===== src/sv/rsbk_pkg.sv =====
// ----------------------------------------------------------------------------
// rsbk_pkg
// Shared types, sizes and the key function of the record sorter.
// ----------------------------------------------------------------------------
package rsbk_pkg;

    localparam int MAX_RECORDS = 32;
    localparam int CNT_W       = $clog2(MAX_RECORDS + 1);
    localparam int IDX_W       = $clog2(MAX_RECORDS);
    localparam int KEY_W       = 25;
    localparam int QUEUE_DEPTH = 2;

    localparam int SALARY_W = 25;
    localparam int DAY_W    = 5;
    localparam int MONTH_W  = 4;
    localparam int YEAR_W   = 14;
    localparam int TAG_W    = 8;

    // Register indexes of the configuration port
    localparam logic REG_SORT_KEY = 1'b0;

    // Sort key selection
    localparam logic KEY_SALARY = 1'b0;
    localparam logic KEY_DATE   = 1'b1;

    typedef struct packed {
        logic [SALARY_W-1:0] salary;
        logic [DAY_W-1:0]    day;
        logic [MONTH_W-1:0]  month;
        logic [YEAR_W-1:0]   year;
        logic [TAG_W-1:0]    tag;
    } t_rec;

    // One request as it travels from the front to the back
    typedef struct packed {
        t_rec rec;
        logic keep;   // room left for it in the store
        logic last;   // closes the set
    } t_qent;

    // Date compares as year, then month, then day
    function automatic logic [KEY_W-1:0] rec_key(input t_rec r, input logic by);
        logic [KEY_W-1:0] k;
        if (by == KEY_DATE) begin
            k = {2'b00, r.year, r.month, r.day};
        end else begin
            k = r.salary;
        end
        return k;
    endfunction

endpackage


===== src/sv/rsbk_queue.sv =====
// ----------------------------------------------------------------------------
// rsbk_queue
// Short FIFO that decouples the front from the sort engine.
// ----------------------------------------------------------------------------
module rsbk_queue
    import rsbk_pkg::*;
(
    input  logic  i_clk,
    input  logic  i_rst_n,
    input  logic  i_push,
    input  t_qent i_ent,
    input  logic  i_pop,
    output logic  o_full,
    output logic  o_valid,
    output t_qent o_ent
);

    localparam int PTR_W = $clog2(QUEUE_DEPTH);
    localparam int OCC_W = $clog2(QUEUE_DEPTH + 1);

    t_qent            r_slot [QUEUE_DEPTH];
    logic [PTR_W-1:0] r_wr;
    logic [PTR_W-1:0] r_rd;
    logic [OCC_W-1:0] r_occ;
    logic             do_pop;

    assign o_full  = (r_occ == OCC_W'(QUEUE_DEPTH));
    assign o_valid = (r_occ != '0);
    assign o_ent   = r_slot[r_rd];
    assign do_pop  = i_pop && o_valid;

    always_ff @(posedge i_clk) begin
        if (i_push) begin
            r_slot[r_wr] <= i_ent;
        end
    end

    always_ff @(posedge i_clk) begin
        if (!i_rst_n) begin
            r_wr  <= '0;
            r_rd  <= '0;
            r_occ <= '0;
        end else begin
            if (i_push) begin
                r_wr <= (r_wr == PTR_W'(QUEUE_DEPTH - 1)) ? '0 : r_wr + PTR_W'(1);
            end
            if (do_pop) begin
                r_rd <= (r_rd == PTR_W'(QUEUE_DEPTH - 1)) ? '0 : r_rd + PTR_W'(1);
            end
            if (i_push && !do_pop) begin
                r_occ <= r_occ + OCC_W'(1);
            end else if (!i_push && do_pop) begin
                r_occ <= r_occ - OCC_W'(1);
            end
        end
    end

endmodule


===== config.mk =====
export PLATFORM = sky130hd
export DESIGN_NAME = rsbk_queue
export DESIGN_NICKNAME = d
export VERILOG_FILES = /design/src/sv/rsbk_pkg.sv /design/src/sv/rsbk_queue.sv
export SDC_FILE = /design/constraint.sdc
export NUM_CORES = 1
export LEC_CHECK = 0
export ABC_AREA = 1
export BUFFER_PORTS_ARGS = -buffer_cell sky130_fd_sc_hd__buf_2
export CAP_MARGIN = 10
export CELL_PAD_IN_SITES_DETAIL_PLACEMENT = 1
export CELL_PAD_IN_SITES_GLOBAL_PLACEMENT = 2
export CORE_MARGIN = 10
export CORE_UTILIZATION = 30
export CTS_CLUSTER_DIAMETER = 60
export CTS_CLUSTER_SIZE = 24
export DETAILED_ROUTE_END_ITERATION = 12
export MAX_ROUTING_LAYER = met4
export PLACE_DENSITY_LB_ADDON = 0.1
export SYNTH_ARGS = -nofsm -noshare
export SYNTH_HDL_FRONTEND = slang
export SYNTH_SLANG_ARGS = --single-unit

===== constraint.sdc =====
create_clock -name i_clk -period 3.6 [get_ports i_clk]
set_input_delay 0.18 -clock i_clk [delete_from_list [all_inputs] [get_ports i_clk]]
set_output_delay 0.18 -clock i_clk [all_outputs]
set_load 0.01 [all_outputs]

=== Word-level counts from Yosys, hierarchy flattened ===
Memories as Yosys holds them, arrays and structs flattened. A register that Yosys moved wholly into a read port is not among the register bits.
Cells that the tools add are included.

* Register bits after elaboration: 4
* RAM bits: 116
* Word-level logic and storage cells: 24
* Memories: 1

* Add/subtract/negate cells: 4
* Equal/unequal tests: 1
* Mux-type cells: 8
* Reductions and logical operators: 7

{| class="wikitable"
|+ Memory list
! name !! depth !! width !! read ports !! clocked after Yosys merged registers in !! write ports !! RTL line !! text
|-
| r_slot || 2 || 58 || 1 || 1 || 1 || rsbk_queue.sv:21 || <nowiki>t_qent r_slot [QUEUE_DEPTH];</nowiki>
|}

{| class="wikitable"
|+ Operator list
! operator !! count
|-
| $mux 1 || 6
|-
| $mux 2 || 2
|-
| $reduce_bool 2->1 || 2
|-
| $logic_and 1x1->1 || 3
|-
| $add 1x1->1 const B || 2
|-
| $add 2x1->2 const B || 1
|-
| $eq 2x2->1 const B || 1
|-
| $logic_not 1->1 || 2
|-
| $sub 2x1->2 const B || 1
|}

=== Depth between registers and ports, before layout ===
Gate-level depths: netlist of the first run.

* Depth after elaboration: 5
* Mapped depth: 9
* Mapped depth without buffers: 9

=== Worst setup path after synthesis of the first run ===
OpenSTA, ideal clock, no wires.

* Path type: register -> register
* Start: register r_wr
* End: memory r_slot[0][0] (netlist name), enable pin
* Library setup time: 475 ps
* Arrival: 2747 ps
* Required time: 3125 ps
* Setup slack: 377 ps
* Cell stages (with the launch flop): 2
* Path buffers: 0
* Cells stage by stage: dfxtp_1 > nor2_1

{| class="wikitable"
|+ RTL lines
! what !! RTL line !! text
|-
| from (decl) || rsbk_queue.sv:22 || <nowiki>logic [PTR_W-1:0] r_wr;</nowiki>
|-
| from (signal assigned) || rsbk_queue.sv:45 || <nowiki>r_wr <= (r_wr == PTR_W'(QUEUE_DEPTH - 1)) ? '0 : r_wr + PTR_W'(1);</nowiki>
|-
| to (decl) || rsbk_queue.sv:21 ||
|}

No word-level cell before the write port.

==> results of run 1 <==
==> worst max-delay path, stage by stage (launching register included) <==
cell	delay [ns]
dfxtp_4	0.96
mux2_2	0.43
buf_2	0.15
==> routing by layer <==
| layer | up-vias | GRT usage, % |
|---|---|---|
| met5 | - | - |
| met4 | 0 | 4.952 |
| met3 | 17 | 3.872 |
| met2 | 91 | 16.25 |
| met1 | 1243 | 12.73 |
| li1 | 1223 | - |
==> state kept, by name (all words and copies together) (netlist names), named ones only <==
| name | flops |
|---|---|
| r_occ | 2 |
| r_slot | 116 |
| r_rd | 1 |
| r_wr | 1 |
==> path summary, 6_finish.rpt <==
| kind | from | to | slack, ns | cells after the start |
|---|---|---|---|---|
| worst max-delay path | register | o_ent[4] | 1.47 | 2 |
| worst min register to register | r_rd | r_rd | 0.50 | 2 |
| worst max register to register | r_wr | r_slot[0][26] | 1.97 | 2 |
| worst min-delay path | i_rst_n | r_wr | 0.05 | 3 |
==> synthesized netlist by cell type <==
master    count  area share (%)
nand3_1       1            0.11
edfxtp_1    116              77
nand2_1       9            0.75
mux2_4       20             6.7
dfxtp_1       5             2.2
buf_2         3            0.33
ha_1          1            0.28
nor2_1        8            0.67
o21ai_0       1            0.11
a21oi_1       1            0.11
o21a_1        1            0.17
inv_1         8            0.67
mux2_2       38             9.5
buf_6         3            0.75
nand4_1       1            0.14
==> logic make-up after synthesis <==
group           Yosys count
fa+ha+maj                 1
buf+inv                  14
simple gates             19
compound gates            3
mux                      58
flops                   121
==> final cells by class <==
type / instances / area [µm²]
diodes: 1 / 2.502
clock buffers: 22 / 444.2
inverters: 8 / 30.03
clock inverters: 7 / 78.83
fillers: 1430 / 8167
well taps: 184 / 230.2
flip-flops and latches: 121 / 3587
repair buffers: 182 / 1209
multi-input cells: 81 / 840.8
==> where the power goes <==
part / total, W / switching, W / leakage [nW] / internal [W]
Sequential: 0.00170 / 0.0000649 / 1.13 / 0.00164
Combinational: 0.000441 / 0.000193 / 1.11 / 0.000248
Clock: 0.00152 / 0.000525 / 0.252 / 0.000991
==> metrics by stage <==
stage	instances	hold slack (ns)	util, %
3_5_place_dp	518	0.3721	36.44
4_1_cts	605	0.03432	44.01
6_report	606	0.04545	44.02
2_1_floorplan	216	0.2789	-
5_1_grt	606	0.03677	44.02
3_3_place_gp	518	0.3676	36.44
==> summary.txt, run 1 <==
Outcome
  • Status: complete, no violations

Clock network
  • H-Tree Depth: 4
  • Clk sink count: 121
  • CTS max path bufs: 2
  • Clk_lat worst skew: around 0.4 ns
  • Cts hold-fix bufs: 58
  • CTS tree: yes
  • Root buf cell: clkbuf_16
  • Post_cts resized: 0
  • Setup bufs post-CTS: 0
  • Worst-path clk slew: roughly 0.050 ns
  • CTS Buf Count: 17

Timing
  • Final Hold Vio Count: 0
  • Crit share post-route: between 50% and 60%
  • Final setup violation count: 0
  • Sum of negative setup slack: 0 ns
  • FMAX: 468.8 MHz
  • Max-slew violations: 0
  • Headroom to the max-slew limit: 38.20%
  • Clock Skews: between 0.004 and 0.005 ns
  • Min setup slack post-route: between 1 and 1.5 ns
  • Unrepaired setup endpoints after global routing: false
  • Final min period: approximately 2.1 ns
  • Slew at the pin closest to its max-slew limit: between 0.9 and 1 ns

Yosys
  • Largest family of logic cells by synthesized area: multiplexers
  • Avg Cell Area, Syn: approximately 21 µm²
  • Xor/xnor share of the synthesized area: 0%
  • Synth Area in Adders: 0.2783%
  • Mux cell area share after synthesis: 16.20%
  • Sequential area share after synthesis: between 70 and 80%
  • Synth Register Bits: roughly 120
  • Synth unique cells: 15
  • Synth Area in Compound Gates: less than 1%
  • Mapped cell area: between 4000 and 5000 µm²
  • Yosys warns: 0
  • Synthesized instance count: approximately 220
  • Synthesized net count: 279
  • Simple logic cell fraction of the synthesized area: 1.670%

Critical path
  • Crit path max fanout: slightly below 60
  • Worst EP arrival: roughly 2.0 ns
  • Crit path launch type: register
  • Required time of the critical path: between 3 and 4 ns
  • Crit end category: output pin
  • Crit Path Category: register to output pin

Global route
  • Global-route wire length before repair: 16.08 mm
  • Largest net degree at the start of global routing: about 60
  • Initial antenna violation count: 1
  • GR Util All Layers: roughly 11%
  • Vias in the first global route: roughly 3.0k
  • Global route overflow: 0

Floorplanning
  • I/O pin count: roughly 120
  • Die height: between 100 and 150 µm
  • Rows: 44
  • Die area: between 20000 and 25000 µm²
  • Starting Density: slightly above 30%
  • Die width: approximately 140 µm
  • Core area: around 15000 µm²

Power
  • Tot Pwr: approximately 0.0037 W
  • LEAKAGE: 2.494 nW
  • Power Density: around 570 nW/µm²
  • Worst vdd ir: between 200 and 250 µV

Job
  • Number of max-cap violations: 0

Routing
  • Post-DRT Antenna Nets: 0
  • Vias/cell: around 4.2
  • Initial DRC Count: between 100 and 150
  • Final wirelength: roughly 10 mm
  • # DRC: 0
  • Met2 Wirelength: about 4.9 mm
  • TritonRoute pass-1 iters: 4
  • Total vias in the final route: about 2.6k
  • Met3 WL: around 630 µm
  • Max layer used: met4
  • Routed len/inst: roughly 17 µm
  • Met1 wire length: between 4 and 5 mm

Final layout
  • Most frequent cells in the layout: buf_2 (121), edfxtp_1 (116), dlygate4sd3_1 (58), mux2_2 (38), mux2_4 (20)
  • Final nets: approximately 470
  • Share of post-route cells with drive strength above 1: 48.46%
  • Area Overhead vs Synth: 42.86%
  • Final Instance Area: around 6400 µm²
  • Most common cell after layout, fill and taps aside: buf_2

Placement
  • GPL Wtd Cong: ~0.66
  • Placed wire-length estimate: between 6 and 7 mm
  • IO buf count: around 120
  • Dpl ws: ~1.8 ns
  • Post-DP Area: 5316 µm²

Min path
  • Class of the worst hold path: primary input to register
(Power assumes the default switching activity.)
==> run 2: changes to the inputs <==
Clock period 3.6 ns to 1.79 ns, I/O delays scaled along.
==> summary.txt, run 2 (synthesis gave the netlist of run 1 again) <==
Timing
  • FMAX: 619.2 MHz
  • Max-slew violations: 0 (unchanged)
  • Smallest hold slack: 0.1045 ns (+0.05905 ns)
  • Headroom to the max-slew limit: 81.15% (+43 points)
  • Unrepaired setup endpoints after global routing: false
  • Slew at the pin closest to its max-slew limit: 0.2828 ns (-0.6442 ns)
  • Clock Skews: 0.003584 ns (-0.0007682 ns)
  • Sum of negative setup slack: 0 ns (unchanged)
  • Crit share post-route: between 90% and 100%
  • Final Hold Vio Count: 0 (unchanged)
  • Final min period: approximately 1.6 ns
  • Final setup violation count: 0 (unchanged)

Final layout
  • Most common cell after layout, fill and taps aside: buf_2
  • Multi-input logic area: 840.8 µm² (unchanged)
  • Seq. cell area: 3587 µm² (unchanged)
  • Final nets: 481 (+1.5%)
  • Regs by FF count: r_slot x116, r_occ x2
  • Filler-free cell count of the finished design: 615 (+1.5%)
  • Layout fillers: 1425 (-0.35%)
  • Area Overhead vs Synth: 46.67%
  • Max reg flops: 116 (unchanged)
  • Most frequent cells in the layout: buf_2 (121), edfxtp_1 (116), dlygate4sd3_1 (60), mux2_2 (38), mux2_4 (20)
  • ANT cells: 0 (-1)
  • Biggest register: r_slot
  • Share of post-route cells with drive strength above 1: 50.81% (+2.4 points)

Clock network
  • CTS tree: yes
  • Clk sink count: 121 (unchanged)
  • H-Tree Depth: 4 (unchanged)
  • CTS max path bufs: 2 (unchanged)
  • Post_cts resized: 0 (unchanged)
  • Root buf cell: clkbuf_16
  • Clk_lat worst skew: 0.40 ns (about the same)
  • Worst-path clk slew: 0.05 ns (about the same)
  • CTS Buf Count: 17 (unchanged)

Critical path
  • Crit path max fanout: 11 (-81%)
  • Crit Path Category: register to output pin
  • Worst EP arrival: 1.53 ns (-0.42 ns)
  • Reg-to-reg endpoint: r_occ[1]
  • Reg-to-reg slack, setup: 0.49 ns (-1.48 ns)
  • CP peak stage delay: 0.39 ns (-0.57 ns)
  • Critical path's slowest cell: dfxtp_4
  • Crit path launch type: register
  • Worst R2R Path Depth: 8 (+6)
  • Required time of the critical path: 1.70 ns (-1.72 ns)
  • Worst R2R Start: r_occ[1]
  • Critical path, cell by cell: buf_4 -> mux2_2 -> buf_2
  • Crit path capture: o_ent[14]
  • Crit end category: output pin

Job
  • Number of max-cap violations: 0 (unchanged)

Global route
  • Largest net degree at the start of global routing: 46 (-22%)
  • Vias in the first global route: 3026 (+0.099%)
  • Initial antenna violation count: 0 (-1)
  • GR Util All Layers: 10.70% (-0.10 points)
  • Global route overflow: 0 (unchanged)
  • Global-route wire length before repair: 15.91 mm (-1.0%)

Placement
  • DP Cell Count: 521 (+0.58%)
  • GPL Wtd Cong: 0.6854 (+3.8%)
  • Placed wire-length estimate: 6.885 mm (+2.3%)
  • IO buf count: 121 (unchanged)

Floorplanning
  • Core area: 14590 µm² (unchanged)
  • I/O pin count: 122 (unchanged)
  • Die height: 142.4 µm (unchanged)
  • Die width: 142.4 µm (unchanged)
  • Starting Density: 30.81% (unchanged)
  • Rows: 44 (unchanged)
  • Die area: 20280 µm² (unchanged)

Routing
  • Final wirelength: 10.29 mm (+0.42%)
  • # DRC: 0 (unchanged)
  • Post-DRT Antenna Nets: 0 (unchanged)
  • Vias/cell: 4.298 (+1.2%)
  • Routed len/inst: 16.73 µm (-1.0%)
  • TritonRoute pass-1 iters: 4 (unchanged)
  • Initial DRC Count: 91 (-13%)
  • Total vias in the final route: 2643 (+2.7%)

Min path
  • Class of the worst hold path: primary input to register

Power
  • Power Density: 1164 nW/µm² (+100%)
  • LEAKAGE: 2.561 nW (+2.7%)
  • Worst vdd ir: 549.4 µV (+140%)
  • Tot Pwr: 0.007672 W (+110%)

Outcome
  • Status: complete, no violations
## run 2: worst min-delay path by stage
| stage | from | to | depth (start not counted) | slack (ns) |
|---|---|---|---|---|
| 6_report | i_pop | r_rd | 4 | 0.10 |
| 5_1_grt | i_pop | register | 4 | 0.15 |
| 4_1_cts | i_pop | r_rd | 4 | 0.09 |
| 3_5_place_dp | i_ent[1] | r_slot[0][1] | 1 | 0.28 |
| 3_3_place_gp | i_ent[56] | r_slot[0][56] | 1 | 0.28 |
| 2_1_floorplan | i_ent[0] | r_slot[0][0] | 0 | 0.19 |
## run 2: routing by layer
layer  wire length (µm)  vias to the layer above  GRT usage, %  part of all wire [%]
met1               4228                     1303         10.80                    41
li1                   -                     1240             -                     -
met4                 87                        0         4.153                  0.85
met5                  0                        -             -                     0
met2               5224                       91         17.66                    51
met3                749                        9         5.073                   7.3
## run 2: what timing repair did
action | CTS | global route
endpoints found under the setup margin | 23 | 0
hold buffers | 60 | 0
endpoints found under the hold margin | 121 | 0
buffers inserted | 2 | 0
## run 2: per-stage QoR
step	utilization, %	instance area, µm²	setup slack [ns]
3_5_place_dp	36.96	5393	0.4132
3_3_place_gp	36.96	5393	0.4241
6_report	45.20	6594	0.1750
4_1_cts	45.20	6594	0.1188
2_1_floorplan	-	4507	0.1208
5_1_grt	45.20	6594	0.09319
## run 2: layout make-up
class / count / share of cell area [%]
tap: 184 / 3.491
inverter: 8 / 0.5123
timing repair buffer: 189 / 19.96
clock inverter: 14 / 2.372
clock buffer: 18 / 6.509
sequential: 121 / 54.40
multi-input combinational: 81 / 12.75
## run 2: power breakdown
group | leakage [nW] | total (W) | internal (W) | switching, W
logic | 1.15 | 0.00102 | 0.000541 | 0.000481
registers | 1.13 | 0.00334 | 0.00328 | 0.0000503
clock network | 0.277 | 0.00331 | 0.00216 | 0.00115
total | 2.56 | 0.00767 | 0.00599 | 0.00168
## run 2: worst max-delay path: cells and delay by family, from the launching register on
| family | cells | cell delay, ns |
|---|---|---|
| flip-flops | 1 | 0.39 |
| multiplexers | 1 | 0.37 |
| buffers and inverters | 2 | 0.36 |
==> run 3: changes to the inputs <==
Settings changed: CTS_BUF_LIST set to sky130_fd_sc_hd__clkbuf_4 sky130_fd_sc_hd__clkbuf_8.
==> summary.txt, run 3 (synthesis gave the netlist of run 1 again) <==
Timing
  • Unrepaired setup endpoints after global routing: false
  • Headroom to the max-slew limit: 80.97% (-0.18 points)
  • Final Hold Vio Count: 0 (unchanged)
  • Clock Skews: 0.004324 ns (+0.0007397 ns)
  • FMAX: 610.2 MHz (-1.4%)
  • Max-slew violations: 0 (unchanged)
  • Sum of negative setup slack: 0 ns (unchanged)
  • Slew at the pin closest to its max-slew limit: 0.2854 ns (+0.002642 ns)
  • Min setup slack post-route: 0.1513 ns (-0.02375 ns)
  • Final min period: 1.639 ns (+0.02375 ns)
  • Crit share post-route: 91.55% (+1.3 points)
  • Final setup violation count: 0 (unchanged)

Floorplanning
  • Die height: 142.4 µm (unchanged)
  • Die area: 20280 µm² (unchanged)
  • Starting Density: 30.81% (unchanged)
  • I/O pin count: 122 (unchanged)
  • Core area: 14590 µm² (unchanged)
  • Rows: 44 (unchanged)
  • Die width: 142.4 µm (unchanged)

Final layout
  • Seq. cell area: 3587 µm² (unchanged)
  • Layout fillers: 1438 (+0.91%)
  • ANT cells: 0 (unchanged)
  • Biggest register: r_slot
  • Share of post-route cells with drive strength above 1: 51.04% (+0.23 points)
  • Multi-input logic area: 840.8 µm² (unchanged)
  • Area Overhead vs Synth: 42.50%
  • Filler-free cell count of the finished design: 615 (unchanged)
  • Max reg flops: 116 (unchanged)
  • Final nets: 481 (unchanged)
  • Most common cell after layout, fill and taps aside: buf_2
  • Regs by FF count: r_slot x116, r_occ x2
  • Most frequent cells in the layout: buf_2 (121), edfxtp_1 (116), dlygate4sd3_1 (60), mux2_2 (38), mux2_4 (20)

Clock network
  • Clk_lat worst skew: 0.42 ns (+0.02 ns)
  • Root buf cell: clkbuf_8
  • Clk sink count: 121 (unchanged)
  • CTS Buf Count: 17 (unchanged)
  • Worst-path clk slew: 0.06 ns (about the same)
  • CTS tree: yes
  • H-Tree Depth: 4 (unchanged)
  • CTS max path bufs: 2 (unchanged)

Global route
  • Initial antenna violation count: 0 (unchanged)
  • GR Util All Layers: 10.63% (-0.072 points)
  • Largest net degree at the start of global routing: 46 (unchanged)
  • Vias in the first global route: 3032 (+0.20%)
  • Global route overflow: 0 (unchanged)
  • Global-route wire length before repair: 15.83 mm (-0.52%)

Critical path
  • Worst R2R Start: r_occ[1]
  • Reg-to-reg slack, setup: 0.48 ns (about the same)
  • Required time of the critical path: 1.70 ns (about the same)
  • Worst R2R Path Depth: 8 (unchanged)
  • Crit Path Category: register to output pin
  • Worst EP arrival: 1.55 ns (+0.02 ns)
  • Crit end category: output pin
  • Crit path max fanout: 11 (unchanged)
  • Reg-to-reg endpoint: r_occ[1]
  • Crit path launch type: register

Outcome
  • Status: complete, no violations

Placement
  • DP Cell Count: 521 (unchanged)
  • IO buf count: 121 (unchanged)
  • GPL Wtd Cong: 0.6854 (unchanged)
  • Dpl ws: 0.4132 ns (unchanged)
  • Placed wire-length estimate: 6.885 mm (unchanged)

Routing
  • Final wirelength: 10.26 mm (-0.26%)
  • TritonRoute pass-1 iters: 4 (unchanged)
  • Post-DRT Antenna Nets: 0 (unchanged)
  • Routed len/inst: 16.69 µm (-0.26%)
  • Total vias in the final route: 2640 (-0.11%)
  • Initial DRC Count: 106 (+16%)
  • # DRC: 0 (unchanged)
  • Vias/cell: 4.293 (-0.11%)

Min path
  • Hold Path Origin: i_pop
  • Class of the worst hold path: primary input to register
  • Worst Hold Endpoint: r_rd
  • Hold path cells: 4 (unchanged)

Job
  • Number of max-cap violations: 0 (unchanged)

Power
  • LEAKAGE: 2.477 nW (-3.3%)
  • Worst vdd ir: 554.6 µV (+0.94%)
  • Power Density: 1055 nW/µm² (-9.4%)
run 3: cell count changes in the layout (fill, tap and decap cells not counted):
cell / delta
clkbuf_8: +17
clkbuf_16: -17
clkbuf_1: -1
clkbuf_4: +1
run 3: worst max-delay path by stage:
stage | startpoint | end | slack (ns)
CTS | register | o_ent[14] | 0.08
floorplan | r_wr | r_slot[1][0] | 0.12
global placement | register | o_ent[50] | 0.42
global route | register | o_ent[16] | 0.05
detailed placement | register | o_ent[50] | 0.41
finish | register | o_ent[14] | 0.15
run 3: power breakdown:
group	switching, W	internal (W)	leakage (nW)
clock	0.00103	0.00137	0.193
combinational	0.000482	0.000541	1.15
sequential	0.0000504	0.00328	1.13
total	0.00156	0.00519	2.48
run 3: timing repair:
| item | CTS | global route |
|---|---|---|
| endpoints found under the hold margin | 121 | 0 |
| buffers inserted | 2 | 0 |
| setup endpoints to repair | 40 | 0 |
| gates resized for setup | 0 | 0 |
| hold buffers | 60 | 0 |
run 3: critical path: stages, from the launching register on:
cell and delay, ns:
dfxtp_4 0.40, buf_4 0.22, mux2_2 0.37, buf_2 0.14
run 3: layer usage:
| layer | GRT usage [%] | up-vias | part of all wire (%) |
|---|---|---|---|
| met5 | - | - | 0 |
| met4 | 4.633 | 0 | 1.3 |
| met3 | 4.573 | 13 | 6.7 |
| met2 | 17.63 | 86 | 51 |
| met1 | 10.74 | 1303 | 41 |
| li1 | - | 1238 | - |
run 3: through the flow:
step	hold WS [ns]	instance area (µm²)	util, %	power [W]
3_3_place_gp	0.2779	5393	36.96	0.004321
2_1_floorplan	0.1884	4507	-	0.003927
5_1_grt	0.1152	6406	43.91	0.007085
4_1_cts	0.05823	6406	43.91	0.006903
6_report	0.09311	6406	43.91	0.006756
3_5_place_dp	0.2815	5393	36.96	0.004337
run 3: area by class of cell:
class / count / share of cell area, %
sequential: 121 / 56.00
timing repair buffer: 189 / 20.55
inverter: 8 / 0.5273
multi-input combinational: 81 / 13.13
clock buffer: 18 / 3.770
clock inverter: 14 / 2.441
tap: 184 / 3.594
