<file path="src/sv/rsbk_pkg.sv">
// ----------------------------------------------------------------------------
// rsbk_pkg
// Shared types, sizes and the key function of the record sorter.
// ----------------------------------------------------------------------------
package rsbk_pkg;

    localparam int MAX_RECORDS = 32;
    localparam int CNT_W       = $clog2(MAX_RECORDS + 1);
    localparam int IDX_W       = $clog2(MAX_RECORDS);
    localparam int KEY_W       = 25;
    localparam int QUEUE_DEPTH = 2;

    localparam int SALARY_W = 25;
    localparam int DAY_W    = 5;
    localparam int MONTH_W  = 4;
    localparam int YEAR_W   = 14;
    localparam int TAG_W    = 8;

    // Register indexes of the configuration port
    localparam logic REG_SORT_KEY = 1'b0;

    // Sort key selection
    localparam logic KEY_SALARY = 1'b0;
    localparam logic KEY_DATE   = 1'b1;

    typedef struct packed {
        logic [SALARY_W-1:0] salary;
        logic [DAY_W-1:0]    day;
        logic [MONTH_W-1:0]  month;
        logic [YEAR_W-1:0]   year;
        logic [TAG_W-1:0]    tag;
    } t_rec;

    // One request as it travels from the front to the back
    typedef struct packed {
        t_rec rec;
        logic keep;   // room left for it in the store
        logic last;   // closes the set
    } t_qent;

    // Date compares as year, then month, then day
    function automatic logic [KEY_W-1:0] rec_key(input t_rec r, input logic by);
        logic [KEY_W-1:0] k;
        if (by == KEY_DATE) begin
            k = {2'b00, r.year, r.month, r.day};
        end else begin
            k = r.salary;
        end
        return k;
    endfunction

endpackage

</file>
<file path="src/sv/rsbk_in_if.sv">
// ----------------------------------------------------------------------------
// rsbk_in_if
// Input channel: one employee record per request.
// ----------------------------------------------------------------------------
interface rsbk_in_if;
    logic        valid;
    logic        ready;
    logic [24:0] salary_cents;
    logic [4:0]  birth_day;
    logic [3:0]  birth_month;
    logic [13:0] birth_year;
    logic [7:0]  record_tag;
    logic        last_record;

    modport source (
        output valid, salary_cents, birth_day, birth_month, birth_year,
               record_tag, last_record,
        input  ready
    );
    modport sink (
        input  valid, salary_cents, birth_day, birth_month, birth_year,
               record_tag, last_record,
        output ready
    );
endinterface

</file>
<file path="src/sv/rsbk_front.sv">
// ----------------------------------------------------------------------------
// rsbk_front
// Accepts records and marks each as kept or dropped against the capacity.
// ----------------------------------------------------------------------------
module rsbk_front
    import rsbk_pkg::*;
(
    input  logic        i_clk,
    input  logic        i_rst_n,
    rsbk_in_if.sink     i_rec,
    input  logic        i_full,
    output logic        o_push,
    output t_qent       o_ent
);

    logic [CNT_W-1:0] r_fill;
    logic [CNT_W-1:0] n_fill;
    logic             keep;

    assign i_rec.ready = !i_full;
    assign o_push      = i_rec.valid && !i_full;
    assign keep        = (r_fill < CNT_W'(MAX_RECORDS));

    always_comb begin
        o_ent.rec.salary = i_rec.salary_cents;
        o_ent.rec.day    = i_rec.birth_day;
        o_ent.rec.month  = i_rec.birth_month;
        o_ent.rec.year   = i_rec.birth_year;
        o_ent.rec.tag    = i_rec.record_tag;
        o_ent.keep       = keep;
        o_ent.last       = i_rec.last_record;
    end

    always_comb begin
        n_fill = r_fill;
        if (o_push) begin
            if (i_rec.last_record) begin
                n_fill = '0;
            end else if (keep) begin
                n_fill = r_fill + CNT_W'(1);
            end
        end
    end

    always_ff @(posedge i_clk) begin
        if (!i_rst_n) begin
            r_fill <= '0;
        end else begin
            r_fill <= n_fill;
        end
    end

endmodule

</file>
<file path="src/flat_wrapper.sv">
// flat-port wrapper written by rule: the top's interface ports become plain ports
module rsbk_front_flat import rsbk_pkg::*;
  (i_clk, i_rst_n, i_full, o_push, o_ent, i_rec_valid, i_rec_salary_cents, i_rec_birth_day, i_rec_birth_month, i_rec_birth_year, i_rec_record_tag, i_rec_last_record, i_rec_ready);
  rsbk_in_if i_rec_i ();
  input  logic i_clk;
  input  logic i_rst_n;
  input  logic i_full;
  output logic o_push;
  output t_qent o_ent;
  input wire logic [$bits(i_rec_i.valid)-1:0] i_rec_valid;
  input wire logic [$bits(i_rec_i.salary_cents)-1:0] i_rec_salary_cents;
  input wire logic [$bits(i_rec_i.birth_day)-1:0] i_rec_birth_day;
  input wire logic [$bits(i_rec_i.birth_month)-1:0] i_rec_birth_month;
  input wire logic [$bits(i_rec_i.birth_year)-1:0] i_rec_birth_year;
  input wire logic [$bits(i_rec_i.record_tag)-1:0] i_rec_record_tag;
  input wire logic [$bits(i_rec_i.last_record)-1:0] i_rec_last_record;
  output wire logic [$bits(i_rec_i.ready)-1:0] i_rec_ready;
  assign i_rec_i.valid = i_rec_valid;
  assign i_rec_i.salary_cents = i_rec_salary_cents;
  assign i_rec_i.birth_day = i_rec_birth_day;
  assign i_rec_i.birth_month = i_rec_birth_month;
  assign i_rec_i.birth_year = i_rec_birth_year;
  assign i_rec_i.record_tag = i_rec_record_tag;
  assign i_rec_i.last_record = i_rec_last_record;
  assign i_rec_ready = i_rec_i.ready;
  rsbk_front u_core (.i_clk(i_clk), .i_rst_n(i_rst_n), .i_rec(i_rec_i), .i_full(i_full), .o_push(o_push), .o_ent(o_ent));
endmodule
</file>
<file path="config.mk">
export PLATFORM = sky130hd
export DESIGN_NAME = rsbk_front_flat
export DESIGN_NICKNAME = d
export VERILOG_FILES = /design/src/sv/rsbk_pkg.sv /design/src/sv/rsbk_in_if.sv /design/src/sv/rsbk_front.sv /design/src/flat_wrapper.sv
export SDC_FILE = /design/constraint.sdc
export NUM_CORES = 1
export LEC_CHECK = 0
export ABC_AREA = 1
export ABC_CLOCK_PERIOD_IN_PS = 860
export BUFFER_PORTS_ARGS = -buffer_cell sky130_fd_sc_hd__buf_2
export CORE_ASPECT_RATIO = 1.75
export CORE_MARGIN = 2
export CORE_UTILIZATION = 26
export CTS_CLUSTER_SIZE = 14
export DETAILED_ROUTE_END_ITERATION = 10
export HOLD_SLACK_MARGIN = 0.06
export PLACE_DENSITY = 0.82
export SYNTH_ARGS = -nofsm -noshare
export SYNTH_HDL_FRONTEND = slang
export SYNTH_SLANG_ARGS = --single-unit
export TNS_END_PERCENT = 50
</file>
<file path="constraint.sdc">
create_clock -name i_clk -period 0.86 [get_ports i_clk]
set_input_delay 0.172 -clock i_clk [delete_from_list [all_inputs] [get_ports i_clk]]
set_output_delay 0.172 -clock i_clk [all_outputs]
set_load 0.005 [all_outputs]
</file>
## Word level (Yosys, flattened, before mapping)

Index checks and enable logic that the tools add are counted.

- Register bits: 6
- Bits of input ports: 61
- Output and inout port bits: 60
- Logic and storage cells: 9

- $add $sub $neg: 1
- Order comparisons: 1
- Muxes and demuxes: 2
- Reductions and logical operators: 4

Operators with widths:

| cell | number |
|---|---|
| two-way mux 6 bit | 2 |
| adder 6 x 1 -> 6 bit (second input constant) | 1 |
| less-than comparator 6 bit (second input constant) | 1 |
| AND reduction 2 bit | 1 |
| nonzero test 2 bit | 1 |
| logical AND 1 bit | 1 |
| zero test 1 bit | 1 |

## Longest topological paths before layout

Gate-level depths: netlist (run 1).

- Depth after elaboration: 3
- Depth in mapped cells: 7
- Depth with buffers taken out: 7

## Worst setup path before layout (run 1)

No wires, ideal clock.

- Path type: register to register
- Start: register u_core.r_fill[0]
- End: register u_core.r_fill[4]
- Setup time: 113 ps
- Arrival time: 834 ps
- Required time: 747 ps
- Setup slack: -86 ps
- Cell stages (with the launch flop): 7
- Buffers on the path: 0
- Period minus slack after synthesis: 946 ps
- Path through: dfxtp_1 ha_1 nand2_1 nor2_1 nand4_1 nand2_1 nor2_1

- Longest elaborated chain between the ends: 3

Ends and longest elaborated chain:

| what | line | RTL |
|---|---|---|
| from (decl) | rsbk_front.sv:16 | `logic [CNT_W-1:0] r_fill;` |
| from (signal assigned) | rsbk_front.sv:49 | `r_fill <= n_fill;` |
| adder 6 x 1 -> 6 bit or less-than comparator 6 bit (tied branches) | rsbk_front.sv:40, rsbk_front.sv:22 |  |
| two-way mux 6 bit or nonzero test 2 bit (tied branches) | n/a |  |
| two-way mux 6 bit or AND reduction 2 bit (tied branches) | n/a |  |

Parallel ways exist; a longest one is shown, timed or not. The select of a mux whose other input is x is not followed.
A chain may end at the register's enable or synchronous reset.

## Worst setup path in the final report (run 1)

Ends and elaborated chain as after synthesis.

==> summary.md, run 1 <==
| Metric | Value |
|---|---|
| Status | `finished with violations` |
| Failing checks | `negative setup slack` |
| Antenna fix cells | `0` |
| Num rows | `26` |
| Core Region | `0.00286 mm^2` |
| Crit-path slowest cell | `dfxtp_2` |
| Startpoint Class | `register` |
| Root buffer selected by CTS | `clkbuf_8` |
| Ports | `121` |
| Chip width | `45.1 um` |
| CP startpoint | `u_core.r_fill[0]` |
| Initial Util | `between 20 and 30%` |
| CTS Buffer Depth | `2` |
| DR vias/cell | `approximately 4.8` |
| Clock Skews | `0.00481 ns` |
| CTS clk-pin slew, worst paths | `0.04 ns` |
| Mapped Cells | `111` |
| Setup TNS | `-0.268 ns` |
| Clock Latency Late Sink | `0.23 ns` |
| Post-Syn Area | `~770 um^2` |
| Die H | `76.0 um` |
| Placement Cell Area | `439 um^2` |
| Power Density | `1600 mW/mm^2` |
| Worst path bufs/invs | `0` |
| Yosys top cell area share | `56.6%` |
| DP HPWL | `1130 um` |
| Top cells by area, synth | `buf_4, dfxtp_1, nand2_1` |
| First drt pass iteration count | `4` |
| Largest net degree at the start of global routing | `7` |
| Cell family with the largest share of critical-path delay | `flip-flops` |
| First-pass GRT wire length | `2210 um` |
| Initial antenna violation count | `0` |
| Largest register FFs | `6` |
| DRC violations left | `0` |
| Placer Congestion | `0.690` |
| Clk sinks | `6` |
| Syn_nets | `173` |
| Slew headroom | `86.4%` |
| Seq/Total Area, Yosys | `~16%` |
| RR Startpoint | `u_core.r_fill[0]` |
| Vias | `458` |
| Unrepaired setup endpoints after global routing | `true` |
| Largest area contributor in the netlist | `buf_4` |
| Layout area overhead | `-33.7%` |
| Worst setup path category | `reg2reg` |
| GRT Total Usage | `under 10%` |
| Largest reg by FF count | `u_core.r_fill` |
| CP max FO | `4` |
| H-tree levels | `1` |
| WP data arrival | `1.06 ns` |
| Final core occ | `17.8%` |
| Peak Freq | `1070 MHz` |
| Placed Cells incl. Taps | `91` |
| Biggest regs | `u_core.r_fill x6` |
| Final-report max-slew violation count | `0` |
| Max cap viols | `0` |
| Setup slack after layout | `-0.0750 ns` |
| Post-Route WL | `~1500 um` |
| Post-route clock period utilization | `109%` |
| Synth warn | `0` |
| DRT antenna net count | `0` |
| Critical Path Sink Type | `register` |
| Wire length per cell | `15.6 um` |
| HP Class | `in2reg` |
| Final nets | `between 100 and 150` |
| Register bit total from synthesis | `6` |
| Final setup fails | `5` |
| Hold buffer count at CTS | `0` |
| Pwr Total | `815 uW` |
| CTS Buf Count | `3` |
| Register-to-register setup slack | `-0.07 ns` |
| Actual slew at the worst max-slew pin | `0.203 ns` |
| Tmin final | `0.935 ns` |
| Number of global-route vias before repair | `505` |
| Avg Inst Size Synth | `just under 7 um^2` |
| Port bufs | `8` |
| Unique cell type count in the Yosys netlist | `13` |
| Die area | `0.00343 mm^2` |
| Layout cells sized above 1 | `42.6%` |
| Final Hold Fails | `0` |
| Max IR drop VDD | `0.918 mV` |
| P_leak | `about 0.00021 uW` |
| Hold Crit Start | `i_rst_n` |
| CP max stage delay | `0.35 ns` |
| CTS tree | `built` |
| GR Overflow Total | `0` |
| Initial DRC Count | `10` |
| CP required | `0.98 ns` |
| Final std cells w/o fill | `96` |
| Final instance area | `510 um^2` |
| CP Cell Sequence | `ha_4 -> nand2_2 -> nor2_2 -> nand4_1 -> nand2_1 -> nor2_1` |
-- repair_timing --
item | 4_1_cts | 5_1_grt
endpoints found under the hold margin | 0 | 0
pin swaps | 0 | 2
setup endpoints to repair | 7 | 7
gates resized for setup | 6 | 2
buffers inserted | 1 | 1
-- power breakdown --
part / internal (uW) / switching (uW)
logic: 37.2 / 46.5
registers: 286 / 7.57
clock network: 302 / 136
total: 625 / 190
-- synth_stat cells --
cell type and count:
a21oi_1 2, buf_4 58, dfxtp_1 6, ha_1 1
inv_1 7, inv_2 1, nand2_1 15, nand2_2 1
nand3_1 3, nand4_1 3, nor2_1 12, nor2_4 1
o21ai_2 1
-- tightest hold or removal path, stage by stage --
cell     delay [ns]
buf_2          0.11
nand2_1        0.06
nor2_1         0.04
-- kinds of logic (layout without fill, tap and decap cells) --
family	after synthesis	in the layout	share of synthesized area [%]
AOI/OAI and AO/OA	3	3	2.44
buffers and inverters	66	23	60.5
adders and majority gates	1	1	1.63
DFF	6	6	15.6
and+or+nand+nor	35	35	19.8
-- through the flow --
stage | hold WS (ns) | setup slack (ns)
5_1_grt | 0.223 | -0.150
4_1_cts | 0.185 | -0.0880
3_5_place_dp | 0.344 | -0.104
6_report | 0.188 | -0.0750
2_1_floorplan | 0.285 | -0.0213
3_3_place_gp | 0.344 | -0.0953
-- area by class of cell --
type,count,area (um^2)
multi-input combinational,39,206
clock buffer,3,41.3
inverter,8,30.0
sequential,6,128
tap,28,35.0
timing repair buffer,12,70.1
fill,333,2350
-- final timing paths --
path,to,cells after the start
hold reg to reg,u_core.r_fill[4],2
setup reg to reg,u_core.r_fill[4],6
hold / removal,u_core.r_fill[1],3
setup / recovery,u_core.r_fill[4],6
-- layout by cell type, fill, tap and decap left out --
| cell | n |
|---|---|
| buf_4 | 4 |
| nor2_2 | 2 |
| dfxtp_4 | 1 |
| nor2_1 | 10 |
| nand4_1 | 3 |
| inv_2 | 2 |
| nand2_2 | 3 |
| ha_4 | 1 |
| nand2_1 | 13 |
| a21oi_1 | 2 |
| inv_1 | 6 |
| nand3_1 | 3 |
| dfxtp_1 | 2 |
| dfxtp_2 | 3 |
| buf_2 | 8 |
| clkbuf_8 | 3 |
| o21ai_2 | 1 |
| nor2_4 | 1 |
-- per-layer routing --
| layer | track usage (%) | up-vias | part of all wire (%) |
|---|---|---|---|
| li1 | - | 195 | - |
| met1 | 4.08 | 185 | 17 |
| met2 | 13.7 | 29 | 45 |
| met3 | 0.952 | 49 | 14 |
| met4 | 24.4 | 0 | 24 |
| met5 | 0 | - | 0 |
Power figures use the tool's default switching activity.
==> run 2, diff against run 1 <==
--- a/config.mk
+++ b/config.mk
@@ -15,6 +15,7 @@
 export DETAILED_ROUTE_END_ITERATION = 10
 export HOLD_SLACK_MARGIN = 0.06
 export PLACE_DENSITY = 0.82
+export SLEW_MARGIN = 40
 export SYNTH_ARGS = -nofsm -noshare
 export SYNTH_HDL_FRONTEND = slang
 export SYNTH_SLANG_ARGS = --single-unit
==> constraint.sdc (replaced) <==
create_clock -name i_clk -period 0.86 [get_ports i_clk]
set_input_delay 0.086 -clock i_clk [delete_from_list [all_inputs] [get_ports i_clk]]
set_output_delay 0.086 -clock i_clk [all_outputs]
set_load 0.005 [all_outputs]
==> run 2 against run 1 <==
Net effect: the flow still finishes with violations (negative setup slack); clock skew is 0.0045 ns lower; first-iteration DRC count is 20% higher; count of clock-buffer cells in the layout unchanged; sequential cell count is the same; critical endpoint unchanged.
==> summary.md, run 2 (synthesis gave the netlist of run 1 again) <==
| Metric | Value |
|---|---|
| Chip width | `45.1 um` |
| RR Startpoint | `u_core.r_fill[0]` |
| Failing checks | `negative setup slack` |
| Slew headroom | `87.9%` |
| Number of global-route vias before repair | `490` |
| Wire length per cell | `approximately 16 um` |
| Hold Crit Start | `i_rst_n` |
| WP data arrival | `1.04 ns` |
| HP Class | `in2reg` |
| Actual slew at the worst max-slew pin | `about 0.18 ns` |
| Final Hold Fails | `0` |
| P_leak | `0.000215 uW` |
| First-pass GRT wire length | `2200 um` |
| Initial antenna violation count | `0` |
| CP max FO | `4` |
| Final std cells w/o fill | `96` |
| DRT antenna net count | `0` |
| Final core occ | `between 10% and 20%` |
| Critical Path Sink Type | `register` |
| Setup TNS | `-0.0994 ns` |
| Final setup fails | `3` |
| DRC violations left | `0` |
| Die area | `0.00343 mm^2` |
| Hold_ws | `approximately 0.10 ns` |
| CTS tree | `built` |
| Port bufs | `8` |
| CTS Buffer Depth | `2` |
| Max cap viols | `0` |
| Power Density | `1560 mW/mm^2` |
| Core Region | `0.00286 mm^2` |
| Peak Freq | `1090 MHz` |
| Commonest cells after routing, fill and taps aside | `nand2_1, nor2_1, buf_2` |
| Placement Cell Area | `447 um^2` |
| Max IR drop VDD | `0.873 mV` |
| Worst setup path category | `reg2reg` |
| Initial Util | `between 20% and 30%` |
| GR Overflow Total | `0` |
| CP startpoint | `u_core.r_fill[0]` |
| CP required | `between 0.9 and 1 ns` |
| H-tree levels | `1` |
| Placer Congestion | `0.700` |
| First drt pass iteration count | `4` |
| GRT Total Usage | `under 10%` |
| Die H | `76.0 um` |
| Largest net degree at the start of global routing | `7` |
| CTS Buf Count | `3` |
| Largest register FFs | `6` |
| Root buffer selected by CTS | `clkbuf_8` |
| Post-route clock period utilization | `107%` |
| Vias | `456` |
| Final instance area | `520 um^2` |
| Clk sinks | `6` |
| Clock Latency Late Sink | `0.22 ns` |
| Startpoint Class | `register` |
| Post-Route WL | `1490 um` |
| Layout area overhead | `-32.4%` |
| Unrepaired setup endpoints after global routing | `true` |
| Clock Skews | `0.000315 ns` |
| Biggest regs | `u_core.r_fill x6` |
| Ports | `121` |
| Largest reg by FF count | `u_core.r_fill` |
| Final nets | `132` |
| Placed Cells incl. Taps | `roughly 90` |
| Initial DRC Count | `12` |
| DP HPWL | `approximately 1100 um` |
| Most common cell after layout, fill and taps aside | `nand2_1` |
| DR vias/cell | `4.75` |
| Status | `finished with violations` |
| Layout cells sized above 1 | `roughly 43%` |
| Num rows | `26` |
| Final-report max-slew violation count | `0` |
| Tmin final | `0.919 ns` |
| Setup slack after layout | `-0.0588 ns` |
| CTS clk-pin slew, worst paths | `approximately 0.04 ns` |
| Antenna fix cells | `0` |
-- run 2: power breakdown --
group | switching, uW | internal [uW] | total (uW)
logic | 50.2 | 43.6 | 93.7
clock network | 124 | 301 | 425
registers | 7.94 | 284 | 292
-- run 2: area by class of cell --
class / count / area [um^2]
inverters: 8 / 30.0
repair buffers: 12 / 70.1
clock buffers: 3 / 41.3
fillers: 329 / 2340
flip-flops and latches: 6 / 130
multi-input cells: 39 / 214
well taps: 28 / 35.0
-- run 2: worst paths after layout --
| path | end | slack (ns) | depth (start not counted) |
|---|---|---|---|
| worst max register to register | u_core.r_fill[4] | -0.06 | 6 |
| worst min-delay path | u_core.r_fill[1] | 0.10 | 3 |
| worst min register to register | u_core.r_fill[5] | 0.48 | 2 |
| worst max-delay path | u_core.r_fill[4] | -0.06 | 6 |
-- run 2: what timing repair did --
action / in CTS / in global routing
setup endpoints to repair: 5 / 7
hold buffers: 0 / 0
resized for setup: 5 / 5
buffers inserted: 1 / 0
pin swaps: 2 / 3
-- run 2: metal layers --
layer  vias up  GRT usage (%)  wire length (um)
met2        36           12.3               670
li1        195              -                 -
met4         0           22.6               329
met5         -              0                 0
met1       179           4.93               270
met3        46           1.67               223
-- run 2: metrics by stage --
stage	setup WS, ns	power (uW)
after floorplan	-0.0213	558
after global placement	-0.0513	382
after detailed placement	-0.0659	382
after CTS	-0.0566	819
after global routing	-0.116	846
final	-0.0588	811
-- run 2: critical path, stage by stage, from the launching register on --
cell	delay (ns)
dfxtp_4	0.35
ha_4	0.14
nand2_1	0.05
nor2_1	0.08
nand4_1	0.08
nand2_1	0.07
nor2_1	0.03
==> run 3, diff against run 2 <==
--- a/config.mk
+++ b/config.mk
@@ -5,16 +5,15 @@
 export SDC_FILE = /design/constraint.sdc
 export NUM_CORES = 1
 export LEC_CHECK = 0
-export ABC_AREA = 1
 export ABC_CLOCK_PERIOD_IN_PS = 860
 export BUFFER_PORTS_ARGS = -buffer_cell sky130_fd_sc_hd__buf_2
 export CORE_ASPECT_RATIO = 1.75
 export CORE_MARGIN = 2
-export CORE_UTILIZATION = 26
+export CORE_UTILIZATION = 25
 export CTS_CLUSTER_SIZE = 14
 export DETAILED_ROUTE_END_ITERATION = 10
 export HOLD_SLACK_MARGIN = 0.06
-export PLACE_DENSITY = 0.82
+export PLACE_DENSITY = 0.81
 export SLEW_MARGIN = 40
 export SYNTH_ARGS = -nofsm -noshare
 export SYNTH_HDL_FRONTEND = slang
==> run 3 against run 2 <==
Net effect: the run still ends with negative setup slack left; die area increased by 1.2%; count of clock-buffer cells in the layout unchanged; global-route usage decreased by 0.17 points; critical path type unchanged.
==> summary.md, run 3 <==
| Metric | Value |
|---|---|
| Status | `finished with violations` |
| Failing checks | `negative setup slack` |
| Initial Util | `between 20% and 30%` |
| Largest net degree at the start of global routing | `11` |
| H-tree levels | `1` |
| Startpoint Class | `register` |
| Initial DRC Count | `13` |
| Initial antenna violation count | `0` |
| Most frequent cell after synthesis | `buf_4` |
| Unique cell type count in the Yosys netlist | `18` |
| Top cells by area, synth | `buf_4, dfxtp_1, a21oi_1` |
| Layout cells sized above 1 | `56.4%` |
| Num rows | `26` |
| Final std cells w/o fill | `just over 80` |
| Seq/Total Area, Yosys | `between 15 and 20%` |
| Ports | `121` |
| Core Region | `slightly below 0.003 mm^2` |
| Yosys top cell area share | `roughly 58%` |
| Power Density | `between 1500 and 2000 mW/mm^2` |
| Hold Crit Start | `i_rst_n` |
| Max cap viols | `0` |
| Post-route clock period utilization | `137%` |
| CTS Buf Count | `3` |
| Largest reg by FF count | `u_core.r_fill` |
| First-pass GRT wire length | `2150 um` |
| Top post-synthesis cells by count | `buf_4, dfxtp_1, a21oi_1, inv_1` |
| Most common cell after layout, fill and taps aside | `buf_4` |
| Final nets | `119` |
| Vias | `434` |
| Clock Skews | `0.00523 ns` |
| Layout area overhead | `-30.7%` |
| Final-report max-slew violation count | `0` |
| Chip width | `45.4 um` |
| FF-to-FF path depth | `3` |
| RR Startpoint | `u_core.r_fill[5]` |
| Final Hold Fails | `0` |
| CP required | `1.02 ns` |
| CP max stage delay | `approximately 0.49 ns` |
| Synth warn | `0` |
| Slew headroom | `between 80% and 90%` |
| CTS clk-pin slew, worst paths | `0.04 ns` |
| Placed Cells incl. Taps | `78` |
| CTS tree | `built` |
| Biggest regs | `u_core.r_fill x6` |
| Ys async rst share | `0%` |
| Number of global-route vias before repair | `~410` |
| Peak Freq | `851 MHz` |
| Worst setup path category | `reg2reg` |
| Number of enable flip-flop cells after synthesis | `0` |
| Largest area contributor in the netlist | `buf_4` |
| Antenna fix cells | `0` |
| HP Class | `in2reg` |
| GRT Total Usage | `9.08%` |
| Worst Hold Path Cells | `2` |
| P_leak | `0.000199 uW` |
| Register bit total from synthesis | `6` |
| WP data arrival | `around 1.3 ns` |
| Post-Syn Area | `around 750 um^2` |
| RR Endpoint | `u_core.r_fill[3]` |
| Max IR drop VDD | `0.804 mV` |
| Cell family with the largest share of critical-path delay | `simple AND/OR/NAND/NOR gates` |
| GR Overflow Total | `0` |
| Clock Latency Late Sink | `about 0.23 ns` |
| Commonest cells after routing, fill and taps aside | `buf_4, buf_2, inv_1, dfxtp_1` |
| Hold buffer count at CTS | `0` |
| DP HPWL | `1210 um` |
| Mapped Cells | `95` |
| Final setup fails | `6` |
| Crit-path slowest cell | `or4_1` |
| Worst path bufs/invs | `0` |
| Setup slack after layout | `-0.315 ns` |
| Root buffer selected by CTS | `clkbuf_8` |
| Critical Path Sink Type | `register` |
| Port bufs | `8` |
| Prevailing post-synth register cell | `dfxtp_1` |
| CP max FO | `8` |
| CTS Buffer Depth | `2` |
| Syn_nets | `157` |
| Wire length per cell | `20.1 um` |
| Die area | `0.00347 mm^2` |
| Largest register FFs | `6` |
| Avg Inst Size Synth | `7.89 um^2` |
| DRC violations left | `0` |
| Placer Congestion | `around 0.76` |
| CP Cell Sequence | `nor2b_2 -> or4_1 -> a21oi_2` |
| Tmin final | `1.18 ns` |
| Clk sinks | `6` |
| Die H | `about 76 um` |
| Setup TNS | `-1.53 ns` |
| DRT antenna net count | `0` |
| Post-Route WL | `1670 um` |
| DR vias/cell | `5.23` |
| Unrepaired setup endpoints after global routing | `true` |
| First drt pass iteration count | `4` |
| Register-to-register setup slack | `-0.32 ns` |
| Min-Delay Endpoint | `u_core.r_fill[1]` |
| Actual slew at the worst max-slew pin | `0.289 ns` |
run 3: worst reg2reg max path: cells and delay by family, from the launching register on:
family,cells,cell delay (ns)
compound gates,1,0.13
simple gates,2,0.68
flops,1,0.30
run 3: how the worst max path moves through the flow:
stage                                 from          endpoint  cells after the start
after global routing      u_core.r_fill[0]  u_core.r_fill[4]                      4
final                     u_core.r_fill[5]  u_core.r_fill[3]                      3
after global placement    u_core.r_fill[1]  u_core.r_fill[2]                      4
after floorplan           u_core.r_fill[5]  u_core.r_fill[3]                      4
after detailed placement  u_core.r_fill[1]  u_core.r_fill[2]                      4
after CTS                 u_core.r_fill[0]  u_core.r_fill[2]                      4
run 3: final cells by class:
type,count,area [um^2]
clock buffers,3,41.3
fillers,316,2380
inverters,5,18.8
multi-input cells,24,194
flip-flops and latches,6,123
well taps,28,35.0
repair buffers,17,108
run 3: cell families (layout without fill, tap and decap cells):
logic type,count (synthesis),in the layout,synth area share [%]
buffers and inverters,65,25,62.8
AO/OA/AOI/OAI,12,12,9.35
AND/OR/NAND/NOR,11,11,10.2
flip-flops,6,6,16.0
adder cells (fa/ha/maj),1,1,1.67
run 3: what timing repair did:
item                       4_1_cts  5_1_grt
resized for setup                2        5
setup endpoints to repair        6        6
pin swaps                        5        2
hold endpoints to repair         0        0
gates cloned                     0        0
buffers inserted                 2        0
run 3: where the power goes:
| group | switching (uW) | internal, uW |
|---|---|---|
| logic | 34.5 | 39.8 |
| clock network | 133 | 302 |
| registers | 4.29 | 284 |
run 3: through the flow:
step	hold slack [ns]	setup WS (ns)	total power, uW	utilization, %	instance area [um^2]
3_5_place_dp	0.172	-0.330	360	15.2	440
6_report	0.116	-0.315	798	17.9	519
4_1_cts	0.119	-0.321	793	17.2	499
5_1_grt	0.119	-0.398	827	17.9	519
3_3_place_gp	0.172	-0.313	359	15.2	440
2_1_floorplan	0.199	-0.311	537	-	764
run 3: layer usage:
layer	up-vias	GRT usage, %	wire, um
met5	-	0	0
li1	169	-	-
met4	0	20.0	352
met2	37	9.86	599
met1	173	5.45	335
met3	55	6.16	377
